File: src/design/utd_pkg.sv
package utd_pkg;

  // Pipeline depth: one register rank per stage
  localparam int STAGES = 9;

  // Field widths
  localparam int SECS_W    = 32;
  localparam int YEAR_W    = 12;
  localparam int MONTH_W   = 4;
  localparam int DAY_W     = 5;
  localparam int HOURS_W   = 5;
  localparam int MINUTES_W = 6;
  localparam int SECONDS_W = 6;
  localparam int WEEKDAY_W = 3;

  // Internal widths shared between modules
  localparam int DAYS_W = 16;  // whole days since epoch, at most 49710
  localparam int REM_W  = 17;  // seconds into the day, below 86400

  // Per-stage load enables from the pipeline control
  typedef struct packed {
    logic [STAGES-1:0] load;
  } utd_ctrl_t;

endpackage

File: src/design/utd_pipe_ctrl.sv
module utd_pipe_ctrl (
  input  logic                clk,
  input  logic                rst,
  input  logic                in_valid,
  output logic                in_stall,
  output logic                out_valid,
  input  logic                out_stall,
  output utd_pkg::utd_ctrl_t  ctrl
);

  localparam int S = utd_pkg::STAGES;

  logic [S-1:0] vld;
  logic [S-1:0] vld_next;
  logic [S-1:0] ready;
  logic         in_acc;
  logic         out_acc;

  // A stage can take new data when it is empty or its successor moves on
  always_comb begin
    ready[S-1] = !vld[S-1] || !out_stall;
    for (int k = S - 2; k >= 0; k--) begin
      ready[k] = !vld[k] || ready[k+1];
    end
  end

  // Valid bits follow the data
  always_comb begin
    vld_next[0] = ready[0] ? in_valid : vld[0];
    for (int k = 1; k < S; k++) begin
      vld_next[k] = ready[k] ? vld[k-1] : vld[k];
    end
  end

  always_ff @(posedge clk) begin
    if (rst) begin
      vld <= '0;
    end else begin
      vld <= vld_next;
    end
  end

  assign ctrl.load = ready;
  assign in_stall  = !ready[0];
  assign out_valid = vld[S-1];
  assign in_acc    = in_valid && !in_stall;
  assign out_acc   = out_valid && !out_stall;

  // Occupancy changes only by transfers at the two ends
  a_occupancy: assert property (@(posedge clk) disable iff (rst)
    !$past(rst) |-> $countones(vld) ==
      $countones($past(vld)) + int'($past(in_acc)) - int'($past(out_acc)))
    else $error("pipeline occupancy does not match transfers");

  // Input is held back only when every stage is full
  a_no_bubble_stall: assert property (@(posedge clk) disable iff (rst)
    in_stall |-> (&vld))
    else $error("input stalled while a stage is empty");

  // A held result is never overwritten
  a_hold_last: assert property (@(posedge clk) disable iff (rst)
    (vld[S-1] && out_stall) |-> !ctrl.load[S-1])
    else $error("last stage loaded while result is held");

  // Reset empties the pipeline
  a_reset_empty: assert property (@(posedge clk)
    $past(rst) |-> (vld == '0))
    else $error("pipeline not empty after reset");

endmodule

File: src/design/utd_day_split.sv
module utd_day_split (
  input  logic                               clk,
  input  utd_pkg::utd_ctrl_t                 ctrl,
  input  logic [utd_pkg::SECS_W-1:0]         unix_seconds,
  output logic [utd_pkg::DAYS_W-1:0]         days_s1,
  output logic [utd_pkg::REM_W-1:0]          rem_s2
);

  // floor(t/86400) = floor(floor(t/128)/675), reciprocal of 675 at 2^35
  localparam logic [25:0] DAY_RECIP = 26'd50903317;
  localparam int          DAY_SHIFT = 35;

  logic [24:0]                 secs_hi;
  logic [50:0]                 day_prod;
  logic [utd_pkg::SECS_W-1:0]  secs_s1;
  logic [32:0]                 day_base;
  logic [31:0]                 rem_diff;

  // Stage 1: day count
  assign secs_hi  = unix_seconds[31:7];
  assign day_prod = {26'd0, secs_hi} * {25'd0, DAY_RECIP};

  always_ff @(posedge clk) begin
    if (ctrl.load[0]) begin
      days_s1 <= day_prod[DAY_SHIFT +: utd_pkg::DAYS_W];
      secs_s1 <= unix_seconds;
    end
  end

  // Stage 2: seconds into the day
  assign day_base = {17'd0, days_s1} * 33'd86400;
  assign rem_diff = secs_s1 - day_base[31:0];

  always_ff @(posedge clk) begin
    if (ctrl.load[1]) begin
      rem_s2 <= rem_diff[utd_pkg::REM_W-1:0];
    end
  end

endmodule

File: src/design/utd_time_of_day.sv
module utd_time_of_day (
  input  logic                               clk,
  input  utd_pkg::utd_ctrl_t                 ctrl,
  input  logic [utd_pkg::REM_W-1:0]          rem_s2,
  output logic [utd_pkg::HOURS_W-1:0]        hours,
  output logic [utd_pkg::MINUTES_W-1:0]      minutes,
  output logic [utd_pkg::SECONDS_W-1:0]      seconds
);

  // Reciprocals: 3600 at 2^29, 60 at 2^18
  localparam logic [17:0] HOUR_RECIP = 18'd149131;
  localparam int          HOUR_SHIFT = 29;
  localparam logic [12:0] MIN_RECIP  = 13'd4370;
  localparam int          MIN_SHIFT  = 18;

  typedef struct packed {
    logic [utd_pkg::HOURS_W-1:0]   hr;
    logic [utd_pkg::MINUTES_W-1:0] mn;
    logic [utd_pkg::SECONDS_W-1:0] sc;
  } hms_t;

  logic [34:0]                     hr_prod;
  logic [utd_pkg::REM_W-1:0]       rem_s3;
  logic [utd_pkg::HOURS_W-1:0]     hr_s3, hr_s4, hr_s5;
  logic [utd_pkg::REM_W-1:0]       hr_base;
  logic [utd_pkg::REM_W-1:0]       rem2_diff;
  logic [11:0]                     rem2_s4, rem2_s5;
  logic [24:0]                     min_prod;
  logic [utd_pkg::MINUTES_W-1:0]   min_s5;
  logic [11:0]                     sec_base;
  logic [11:0]                     sec_diff;
  hms_t                            hms_s6, hms_s7, hms_s8;

  // Stage 3: hour
  assign hr_prod = {18'd0, rem_s2} * {17'd0, HOUR_RECIP};

  always_ff @(posedge clk) begin
    if (ctrl.load[2]) begin
      hr_s3  <= hr_prod[HOUR_SHIFT +: utd_pkg::HOURS_W];
      rem_s3 <= rem_s2;
    end
  end

  // Stage 4: seconds into the hour
  assign hr_base   = {12'd0, hr_s3} * 17'd3600;
  assign rem2_diff = rem_s3 - hr_base;

  always_ff @(posedge clk) begin
    if (ctrl.load[3]) begin
      rem2_s4 <= rem2_diff[11:0];
      hr_s4   <= hr_s3;
    end
  end

  // Stage 5: minute
  assign min_prod = {13'd0, rem2_s4} * {12'd0, MIN_RECIP};

  always_ff @(posedge clk) begin
    if (ctrl.load[4]) begin
      min_s5  <= min_prod[MIN_SHIFT +: utd_pkg::MINUTES_W];
      rem2_s5 <= rem2_s4;
      hr_s5   <= hr_s4;
    end
  end

  // Stage 6: second
  assign sec_base = {6'd0, min_s5} * 12'd60;
  assign sec_diff = rem2_s5 - sec_base;

  always_ff @(posedge clk) begin
    if (ctrl.load[5]) begin
      hms_s6.hr <= hr_s5;
      hms_s6.mn <= min_s5;
      hms_s6.sc <= sec_diff[utd_pkg::SECONDS_W-1:0];
    end
  end

  // Stages 7 to 9: keep in step with the date path
  always_ff @(posedge clk) begin
    if (ctrl.load[6]) begin
      hms_s7 <= hms_s6;
    end
    if (ctrl.load[7]) begin
      hms_s8 <= hms_s7;
    end
    if (ctrl.load[8]) begin
      hours   <= hms_s8.hr;
      minutes <= hms_s8.mn;
      seconds <= hms_s8.sc;
    end
  end

endmodule

File: src/design/utd_calendar.sv
module utd_calendar (
  input  logic                               clk,
  input  utd_pkg::utd_ctrl_t                 ctrl,
  input  logic [utd_pkg::DAYS_W-1:0]         days_s1,
  output logic [utd_pkg::YEAR_W-1:0]         year,
  output logic [utd_pkg::MONTH_W-1:0]        month,
  output logic [utd_pkg::DAY_W-1:0]          day,
  output logic [utd_pkg::WEEKDAY_W-1:0]      weekday
);

  // Reciprocals: 7305 at 2^39, 100 at 2^19, 7 at 2^12, 13*205 for 26e/10
  localparam logic [26:0] YR_RECIP   = 27'd75257470;
  localparam int          YR_SHIFT   = 39;
  localparam logic [12:0] CENT_RECIP = 13'd5243;
  localparam int          CENT_SHIFT = 19;
  localparam logic [9:0]  MOD7_RECIP = 10'd586;
  localparam int          MOD7_SHIFT = 12;
  localparam logic [11:0] MD_RECIP   = 12'd2665;
  localparam int          MD_SHIFT   = 10;

  // Month number e from day of shifted year: count of 30.601-day marks passed
  function automatic logic [3:0] month_index(logic [8:0] dd);
    logic [19:0] scaled;
    logic [3:0]  cnt;
    scaled = {11'd0, dd} * 20'd1000;
    cnt    = '0;
    for (int j = 1; j < 16; j++) begin
      if (scaled >= 20'(30601 * j)) begin
        cnt = cnt + 4'd1;
      end
    end
    return cnt;
  endfunction

  // Days before month e: 30e + floor(0.601e)
  function automatic logic [8:0] month_offset(logic [3:0] e);
    logic [8:0] off;
    case (e)
      4'd0:    off = 9'd0;
      4'd1:    off = 9'd30;
      4'd2:    off = 9'd61;
      4'd3:    off = 9'd91;
      4'd4:    off = 9'd122;
      4'd5:    off = 9'd153;
      4'd6:    off = 9'd183;
      4'd7:    off = 9'd214;
      4'd8:    off = 9'd244;
      4'd9:    off = 9'd275;
      4'd10:   off = 9'd306;
      4'd11:   off = 9'd336;
      4'd12:   off = 9'd367;
      4'd13:   off = 9'd397;
      4'd14:   off = 9'd428;
      4'd15:   off = 9'd459;
      default: off = 9'd0;
    endcase
    return off;
  endfunction

  logic [18:0] cyc_num;
  logic [4:0]  a_corr;
  logic [21:0] b_sum;
  logic [21:0] b_s2, b_s3, b_s4;
  logic [26:0] cnum_full;
  logic [25:0] cnum_s3;
  logic [52:0] c_prod;
  logic [12:0] c_s4, c_s5, c_s6;
  logic [21:0] dd_full;
  logic [8:0]  dd_s5, dd_s6;
  logic [3:0]  e_s6;
  logic [8:0]  f_full;
  logic [11:0] yz;
  logic [24:0] cen_prod;
  logic [15:0] md_prod;
  logic [utd_pkg::DAY_W-1:0]   day_s7, day_s8;
  logic [utd_pkg::MONTH_W-1:0] month_s7, month_s8;
  logic [utd_pkg::YEAR_W-1:0]  year_s7, year_s8;
  logic [11:0] yz_s7;
  logic [4:0]  cen_s7;
  logic [5:0]  md_s7;
  logic [11:0] cen_base;
  logic [11:0] yoc_diff;
  logic [6:0]  yoc;
  logic [8:0]  h_sum;
  logic [8:0]  h_s8;
  logic [8:0]  wx;
  logic [18:0] q7_prod;
  logic [8:0]  q7_base;
  logic [8:0]  r7;

  // Stage 2: Gregorian century correction, then shifted day number
  assign cyc_num = {1'b0, days_s1, 2'b00} + 19'd102032;
  always_comb begin
    if (cyc_num >= 19'd292194) begin
      a_corr = 5'd17;
    end else if (cyc_num >= 19'd146097) begin
      a_corr = 5'd16;
    end else begin
      a_corr = 5'd15;
    end
  end
  assign b_sum = {6'd0, days_s1} + 22'd2442113 + {17'd0, a_corr}
               - {19'd0, a_corr[4:2]};

  always_ff @(posedge clk) begin
    if (ctrl.load[1]) begin
      b_s2 <= b_sum;
    end
  end

  // Stage 3: numerator of the year estimate
  assign cnum_full = {5'd0, b_s2} * 27'd20 - 27'd2442;

  always_ff @(posedge clk) begin
    if (ctrl.load[2]) begin
      cnum_s3 <= cnum_full[25:0];
      b_s3    <= b_s2;
    end
  end

  // Stage 4: year estimate c
  assign c_prod = {27'd0, cnum_s3} * {26'd0, YR_RECIP};

  always_ff @(posedge clk) begin
    if (ctrl.load[3]) begin
      c_s4 <= c_prod[YR_SHIFT +: 13];
      b_s4 <= b_s3;
    end
  end

  // Stage 5: day within the shifted year
  assign dd_full = b_s4 - {9'd0, c_s4} * 22'd365 - {11'd0, c_s4[12:2]};

  always_ff @(posedge clk) begin
    if (ctrl.load[4]) begin
      dd_s5 <= dd_full[8:0];
      c_s5  <= c_s4;
    end
  end

  // Stage 6: month index
  always_ff @(posedge clk) begin
    if (ctrl.load[5]) begin
      e_s6  <= month_index(dd_s5);
      dd_s6 <= dd_s5;
      c_s6  <= c_s5;
    end
  end

  // Stage 7: day, month, year; Zeller terms (March-based year is c - 4716)
  assign f_full   = dd_s6 - month_offset(e_s6);
  assign yz       = 12'(c_s6 - 13'd4716);
  assign cen_prod = {13'd0, yz} * {12'd0, CENT_RECIP};
  assign md_prod  = {12'd0, e_s6} * {4'd0, MD_RECIP};

  always_ff @(posedge clk) begin
    if (ctrl.load[6]) begin
      day_s7 <= f_full[utd_pkg::DAY_W-1:0];
      if (e_s6 <= 4'd13) begin
        month_s7 <= e_s6 - 4'd1;
        year_s7  <= yz;
      end else begin
        month_s7 <= e_s6 - 4'd13;
        year_s7  <= yz + 12'd1;
      end
      yz_s7  <= yz;
      cen_s7 <= cen_prod[CENT_SHIFT +: 5];
      md_s7  <= md_prod[MD_SHIFT +: 6];
    end
  end

  // Stage 8: Zeller sum
  assign cen_base = {7'd0, cen_s7} * 12'd100;
  assign yoc_diff = yz_s7 - cen_base;
  assign yoc      = yoc_diff[6:0];
  assign h_sum    = {4'd0, day_s7} + {3'd0, md_s7} + {2'd0, yoc} + {4'd0, yoc[6:2]}
                  + {4'd0, cen_s7} * 9'd5 + {6'd0, cen_s7[4:2]};

  always_ff @(posedge clk) begin
    if (ctrl.load[7]) begin
      h_s8     <= h_sum;
      day_s8   <= day_s7;
      month_s8 <= month_s7;
      year_s8  <= year_s7;
    end
  end

  // Stage 9: weekday = ((h + 5) mod 7) + 1
  assign wx      = h_s8 + 9'd5;
  assign q7_prod = {10'd0, wx} * {9'd0, MOD7_RECIP};
  assign q7_base = {3'd0, q7_prod[MOD7_SHIFT +: 6]} * 9'd7;
  assign r7      = wx - q7_base;

  always_ff @(posedge clk) begin
    if (ctrl.load[8]) begin
      year    <= year_s8;
      month   <= month_s8;
      day     <= day_s8;
      weekday <= r7[utd_pkg::WEEKDAY_W-1:0] + 3'd1;
    end
  end

endmodule

File: src/design/unix_seconds_to_date.sv
// Channel | Direction | Handshake            | Payload
// in      | input     | in_valid / in_stall   | unix_seconds[31:0]
// out     | output    | out_valid / out_stall | year, month, day, hours, minutes,
//         |           |                       | seconds, weekday
//
// Nine register stages: a result is on the outputs once it has been loaded into
// the last stage register. Throughput is one transfer per cycle while out_stall
// is low; each stage holds about one constant multiply and one wide subtract.
// Reset (rst, synchronous) empties the pipeline; data registers are not reset.
// A stall on the output holds the last stage; earlier stages keep filling any
// empty slots, so in_stall rises only when all nine stages hold data.
module unix_seconds_to_date (
  input  logic                               clk,
  input  logic                               rst,
  input  logic                               in_valid,
  output logic                               in_stall,
  input  logic [utd_pkg::SECS_W-1:0]         unix_seconds,
  output logic                               out_valid,
  input  logic                               out_stall,
  output logic [utd_pkg::YEAR_W-1:0]         year,
  output logic [utd_pkg::MONTH_W-1:0]        month,
  output logic [utd_pkg::DAY_W-1:0]          day,
  output logic [utd_pkg::HOURS_W-1:0]        hours,
  output logic [utd_pkg::MINUTES_W-1:0]      minutes,
  output logic [utd_pkg::SECONDS_W-1:0]      seconds,
  output logic [utd_pkg::WEEKDAY_W-1:0]      weekday
);

  utd_pkg::utd_ctrl_t               ctrl;
  logic [utd_pkg::DAYS_W-1:0]       days_s1;
  logic [utd_pkg::REM_W-1:0]        rem_s2;

  // Stage enables and valid tracking
  utd_pipe_ctrl u_ctrl (
    .clk       (clk),
    .rst       (rst),
    .in_valid  (in_valid),
    .in_stall  (in_stall),
    .out_valid (out_valid),
    .out_stall (out_stall),
    .ctrl      (ctrl)
  );

  // Days and seconds-of-day
  utd_day_split u_split (
    .clk          (clk),
    .ctrl         (ctrl),
    .unix_seconds (unix_seconds),
    .days_s1      (days_s1),
    .rem_s2       (rem_s2)
  );

  // Hours, minutes, seconds
  utd_time_of_day u_tod (
    .clk     (clk),
    .ctrl    (ctrl),
    .rem_s2  (rem_s2),
    .hours   (hours),
    .minutes (minutes),
    .seconds (seconds)
  );

  // Year, month, day, weekday
  utd_calendar u_cal (
    .clk     (clk),
    .ctrl    (ctrl),
    .days_s1 (days_s1),
    .year    (year),
    .month   (month),
    .day     (day),
    .weekday (weekday)
  );

endmodule
File: config.mk
export PLATFORM = sky130hd
export DESIGN_NAME = unix_seconds_to_date
export DESIGN_NICKNAME = d
export VERILOG_FILES = /design/src/design/utd_pkg.sv /design/src/design/utd_pipe_ctrl.sv /design/src/design/utd_day_split.sv /design/src/design/utd_time_of_day.sv /design/src/design/utd_calendar.sv /design/src/design/unix_seconds_to_date.sv
export SDC_FILE = /design/constraint.sdc
export NUM_CORES = 2
export LEC_CHECK = 0
export BUFFER_PORTS_ARGS = -buffer_cell sky130_fd_sc_hd__clkbuf_2
export CORE_ASPECT_RATIO = 0.6
export CORE_UTILIZATION = 45
export CTS_BUF_LIST = sky130_fd_sc_hd__clkbuf_16
export CTS_CLUSTER_DIAMETER = 100
export CTS_CLUSTER_SIZE = 40
export DETAILED_ROUTE_END_ITERATION = 12
export GPL_ROUTABILITY_DRIVEN = 0
export HOLD_SLACK_MARGIN = 0.1
export PLACE_DENSITY = 0.65
export SLEW_MARGIN = 5
export SYNTH_ARGS = -nofsm -noshare
export SYNTH_HDL_FRONTEND = slang
export SYNTH_SLANG_ARGS = --single-unit
File: constraint.sdc
create_clock -name clk -period 21.1 [get_ports clk]
set_clock_uncertainty 0.05 [all_clocks]
set_input_delay 1.055 -clock clk [delete_from_list [all_inputs] [get_ports clk]]
set_output_delay 1.055 -clock clk [all_outputs]
set_load 0.005 [all_outputs]
==> metrics.md <==
| Metric | Value |
|---|---|
| Fin nets | `6466` |
| CTS tree | `built` |
| GRT Util Overall | `19.0%` |
| Most Frequent Cell on Critical Path | `ha_1` |
| Vias in the first global route | `31.6k` |
| Synthesized flop and latch total | `390` |
| Clock Latency Late Sink | `590 ps` |
| RSZ-0062 raised after global routing | `no` |
| Bufs on Longest Clock Path | `3` |
| Worst path max stage delay | `710 ps` |
| GRT overflow | `0` |
| Port buffer count | `78` |
| Initial core utilization | `45.7%` |
| Post-Synthesis Cells | `4555` |
| Initial antenna violation count | `0` |
| Ys Warns | `0` |
| Max-Cap Viols | `0` |
| Clock-pin slew on the worst setup and hold paths | `150 ps` |
| Worst Path Required | `21560 ps` |
| Met3 Resource Use GR | `4.65%` |
| Syn nets | `6377` |
| Sequential share of the synthesized area | `22.4%` |
| Most frequent cells in the layout | `inv_1 (1141), ha_1 (1123), fa_1 (663), edfxtp_1 (376), xnor2_1 (182)` |
| Postcts setup bufs | `0` |
| Clock root buffer | `clkbuf_16` |
| Crit Path Category | `flip-flop to flip-flop` |
| Wirelength per Cell | `17.4 um` |
| Ports | `79` |
| Routed wire length | `107000 um` |
| HPWL after detailed placement | `91800 um` |
| Total core area | `113000 um^2` |
| DR vias/cell | `5.05` |
| Chip height | `264 um` |
| Initial DRC Count | `1751` |
| Fin Setup TNS | `0 ps` |
| Slew headroom | `14.6%` |
| Reg-to-Reg Start | `u_cal.dd_s5[1]$_DFFE_PP_` |
| Core Util, Final | `48.2%` |
| DRC viols | `0` |
| Critical Path Slowest Stage Cell | `xnor2_1` |
| First-pass GRT wire length | `174000 um` |
| Commonest non-fill, non-tap cell in the layout | `inv_1` |
| Cts repair resizes | `0` |
| Worst endpoint data arrival time | `13960 ps` |
| First-pass DRT Iterations | `7` |
| Startpoint Class | `flip-flop` |
| R2R depth | `58` |
| GR met1 Demand/Resource | `31.4%` |
| Max Transition Viols Final | `0` |
| Post-synthesis cell area | `51600 um^2` |
| Tmin final | `13500 ps` |
| Layout cells sized above 1 | `4.02%` |
| Worst Setup End Kind | `flip-flop` |
| Ys flop type | `edfxtp_1` |
| Syn_area_per_cell | `11.3 um^2` |
| GRT Max-Usage Layer | `met1` |
| Via count | `31.1k` |
| Routing usage on met2 | `25.2%` |
| TritonCTS Buffers | `15` |
| Die X | `439 um` |
| Largest net degree at the start of global routing | `56` |
| Distinct cell type count after synthesis | `106` |
| Post-synth EDFFs | `376` |
| Endpoints failing setup | `0` |
| Slew @ Worst Pin | `1270 ps` |
| Critical-path maximum fanout | `12` |
| Max Freq | `0.0741 GHz` |
| Synth async-reset ratio | `0%` |
| H-tree Lvls | `1` |
| Area Overhead vs Synth | `5.47%` |
| Outcome | `finished clean` |
| Antenna viol nets, final | `0` |
| CTS hold repair buffers | `0` |
| Min-delay worst type | `flip-flop to flip-flop` |
| Number of clock sinks | `390` |
| Setup crit start | `u_cal.dd_s5[1]$_DFFE_PP_` |
| Row count | `95` |
| R2R Setup Slk | `7600 ps` |
| Fin crit share | `64.0%` |
| Die area | `116000 um^2` |
| Hold Vio Cnt, Final | `0` |
==> area by class of cell <==
cell class / count / area [um^2]
inverter: 1145 / 4300
fill: 10100 / 58400
clock inverter: 9 / 128
clock buffer: 15 / 375
timing repair buffer: 92 / 495
multi-input combinational: 3000 / 35600
sequential: 390 / 11600
antenna: 1 / 2.50
tap: 1503 / 1880
==> flip-flops by register name, summed over array words and instances (netlist names), 9 cells and up, named ones only <==
register,count
u_cal.cnum_s3,24
u_cal.dd_s5,9
u_cal.b_s3,9
u_ctrl.vld,9
u_split.secs_s1,17
u_tod.hms_s6,17
u_tod.hms_s8,17
u_split.rem_s2,17
u_cal.b_s4,9
u_cal.c_s4,12
u_cal.c_s5,12
u_cal.c_s6,12
u_cal.year,12
u_cal.year_s8,12
u_tod.rem2_s4,12
u_tod.rem_s3,12
u_split.days_s1,16
u_cal.year_s7,12
u_cal.b_s2,18
u_cal.h_s8,9
u_tod.hms_s7,17
==> worst min path at each step <==
stage / start / to / slack, ps / cells past startpoint
global route: u_cal.c_s5[5]$_DFFE_PP_ / u_cal.c_s6[5]$_DFFE_PN_ / 350 / 0
finish: u_cal.year_s8[1]$_DFFE_PP_ / u_cal.year[1]$_DFFE_PP_ / 360 / 0
global placement: u_cal.month_s7[1]$_DFFE_PP_ / u_cal.month_s8[1]$_DFFE_PP_ / 350 / 0
CTS: u_cal.year_s8[1]$_DFFE_PP_ / u_cal.year[1]$_DFFE_PP_ / 350 / 0
detailed placement: u_cal.month_s7[2]$_DFFE_PP_ / u_cal.month_s8[2]$_DFFE_PP_ / 350 / 0
floorplan: u_cal.b_s3[0]$_DFFE_PP_ / u_cal.b_s4[0]$_DFFE_PP_ / 350 / 0
==> worst max-delay path: cells and delay by family (launching register included) <==
kind / cells / cell delay [ps]
buf+inv: 7 / 500
simple gates: 9 / 1100
compound gates: 15 / 2810
xor+xnor: 9 / 2100
flops: 1 / 610
fa+ha+maj: 13 / 4960
mux: 5 / 1270
==> cells in the mapped netlist (8+ instances only) <==
library cell  count  share of area, %
inv_1          1141               8.3
ha_1           1123                27
fa_1            663                26
edfxtp_1        376                22
xnor2_1         182               3.1
a21oi_1         143               1.4
nor2_1          109              0.79
o21ai_0          86              0.83
nand2_1          79              0.58
a21o_1           76               1.1
xor2_1           73               1.2
nor3_1           38              0.37
nand3_1          35              0.34
nor2b_1          29              0.35
o21bai_1         24              0.35
nand2b_1         20              0.24
o21a_1           18              0.26
a211oi_1         17              0.25
nand4_1          17              0.21
and3_1           16              0.19
o211ai_1         16              0.23
dfxtp_1          14              0.54
mux2i_1          14              0.27
a211o_1          12              0.20
a31oi_1          12              0.15
clkbuf_1         12             0.087
and2_1           10              0.12
a21boi_0          9              0.13
nor4_1            9              0.11
o2111ai_1         8              0.14
o31ai_1           8              0.12
or2_2             8             0.097
or3_1             8             0.097
==> stage by stage <==
step           worst slack (ps)  hold WS [ps]  cell area [um^2]  std cells
2_1_floorplan              9540           350             51600       4555
3_3_place_gp               8110           350             53900       6130
3_5_place_dp               7820           355             53900       6130
4_1_cts                    7750           352             54400       6154
5_1_grt                    6740           347             54400       6154
6_report                   7600           356             54400       6155
==> cell families after synthesis <==
family          synth area share [%]
compound gates                  6.90
xor+xnor                        4.61
fa+ha+maj                       53.0
buf+inv                         8.53
flops                           22.4
mux                            0.410
other cells                  0.00727
simple gates                    4.09
==> metal layers <==
layer	vias to the layer above	routed length (um)
met4	0	912
met5	-	0
met1	15200	57400
met3	48	8180
li1	15100	-
met2	687	40400
Power is not shown: default switching activity piles up to over one toggle a cycle in this logic, so the estimate is an artifact.
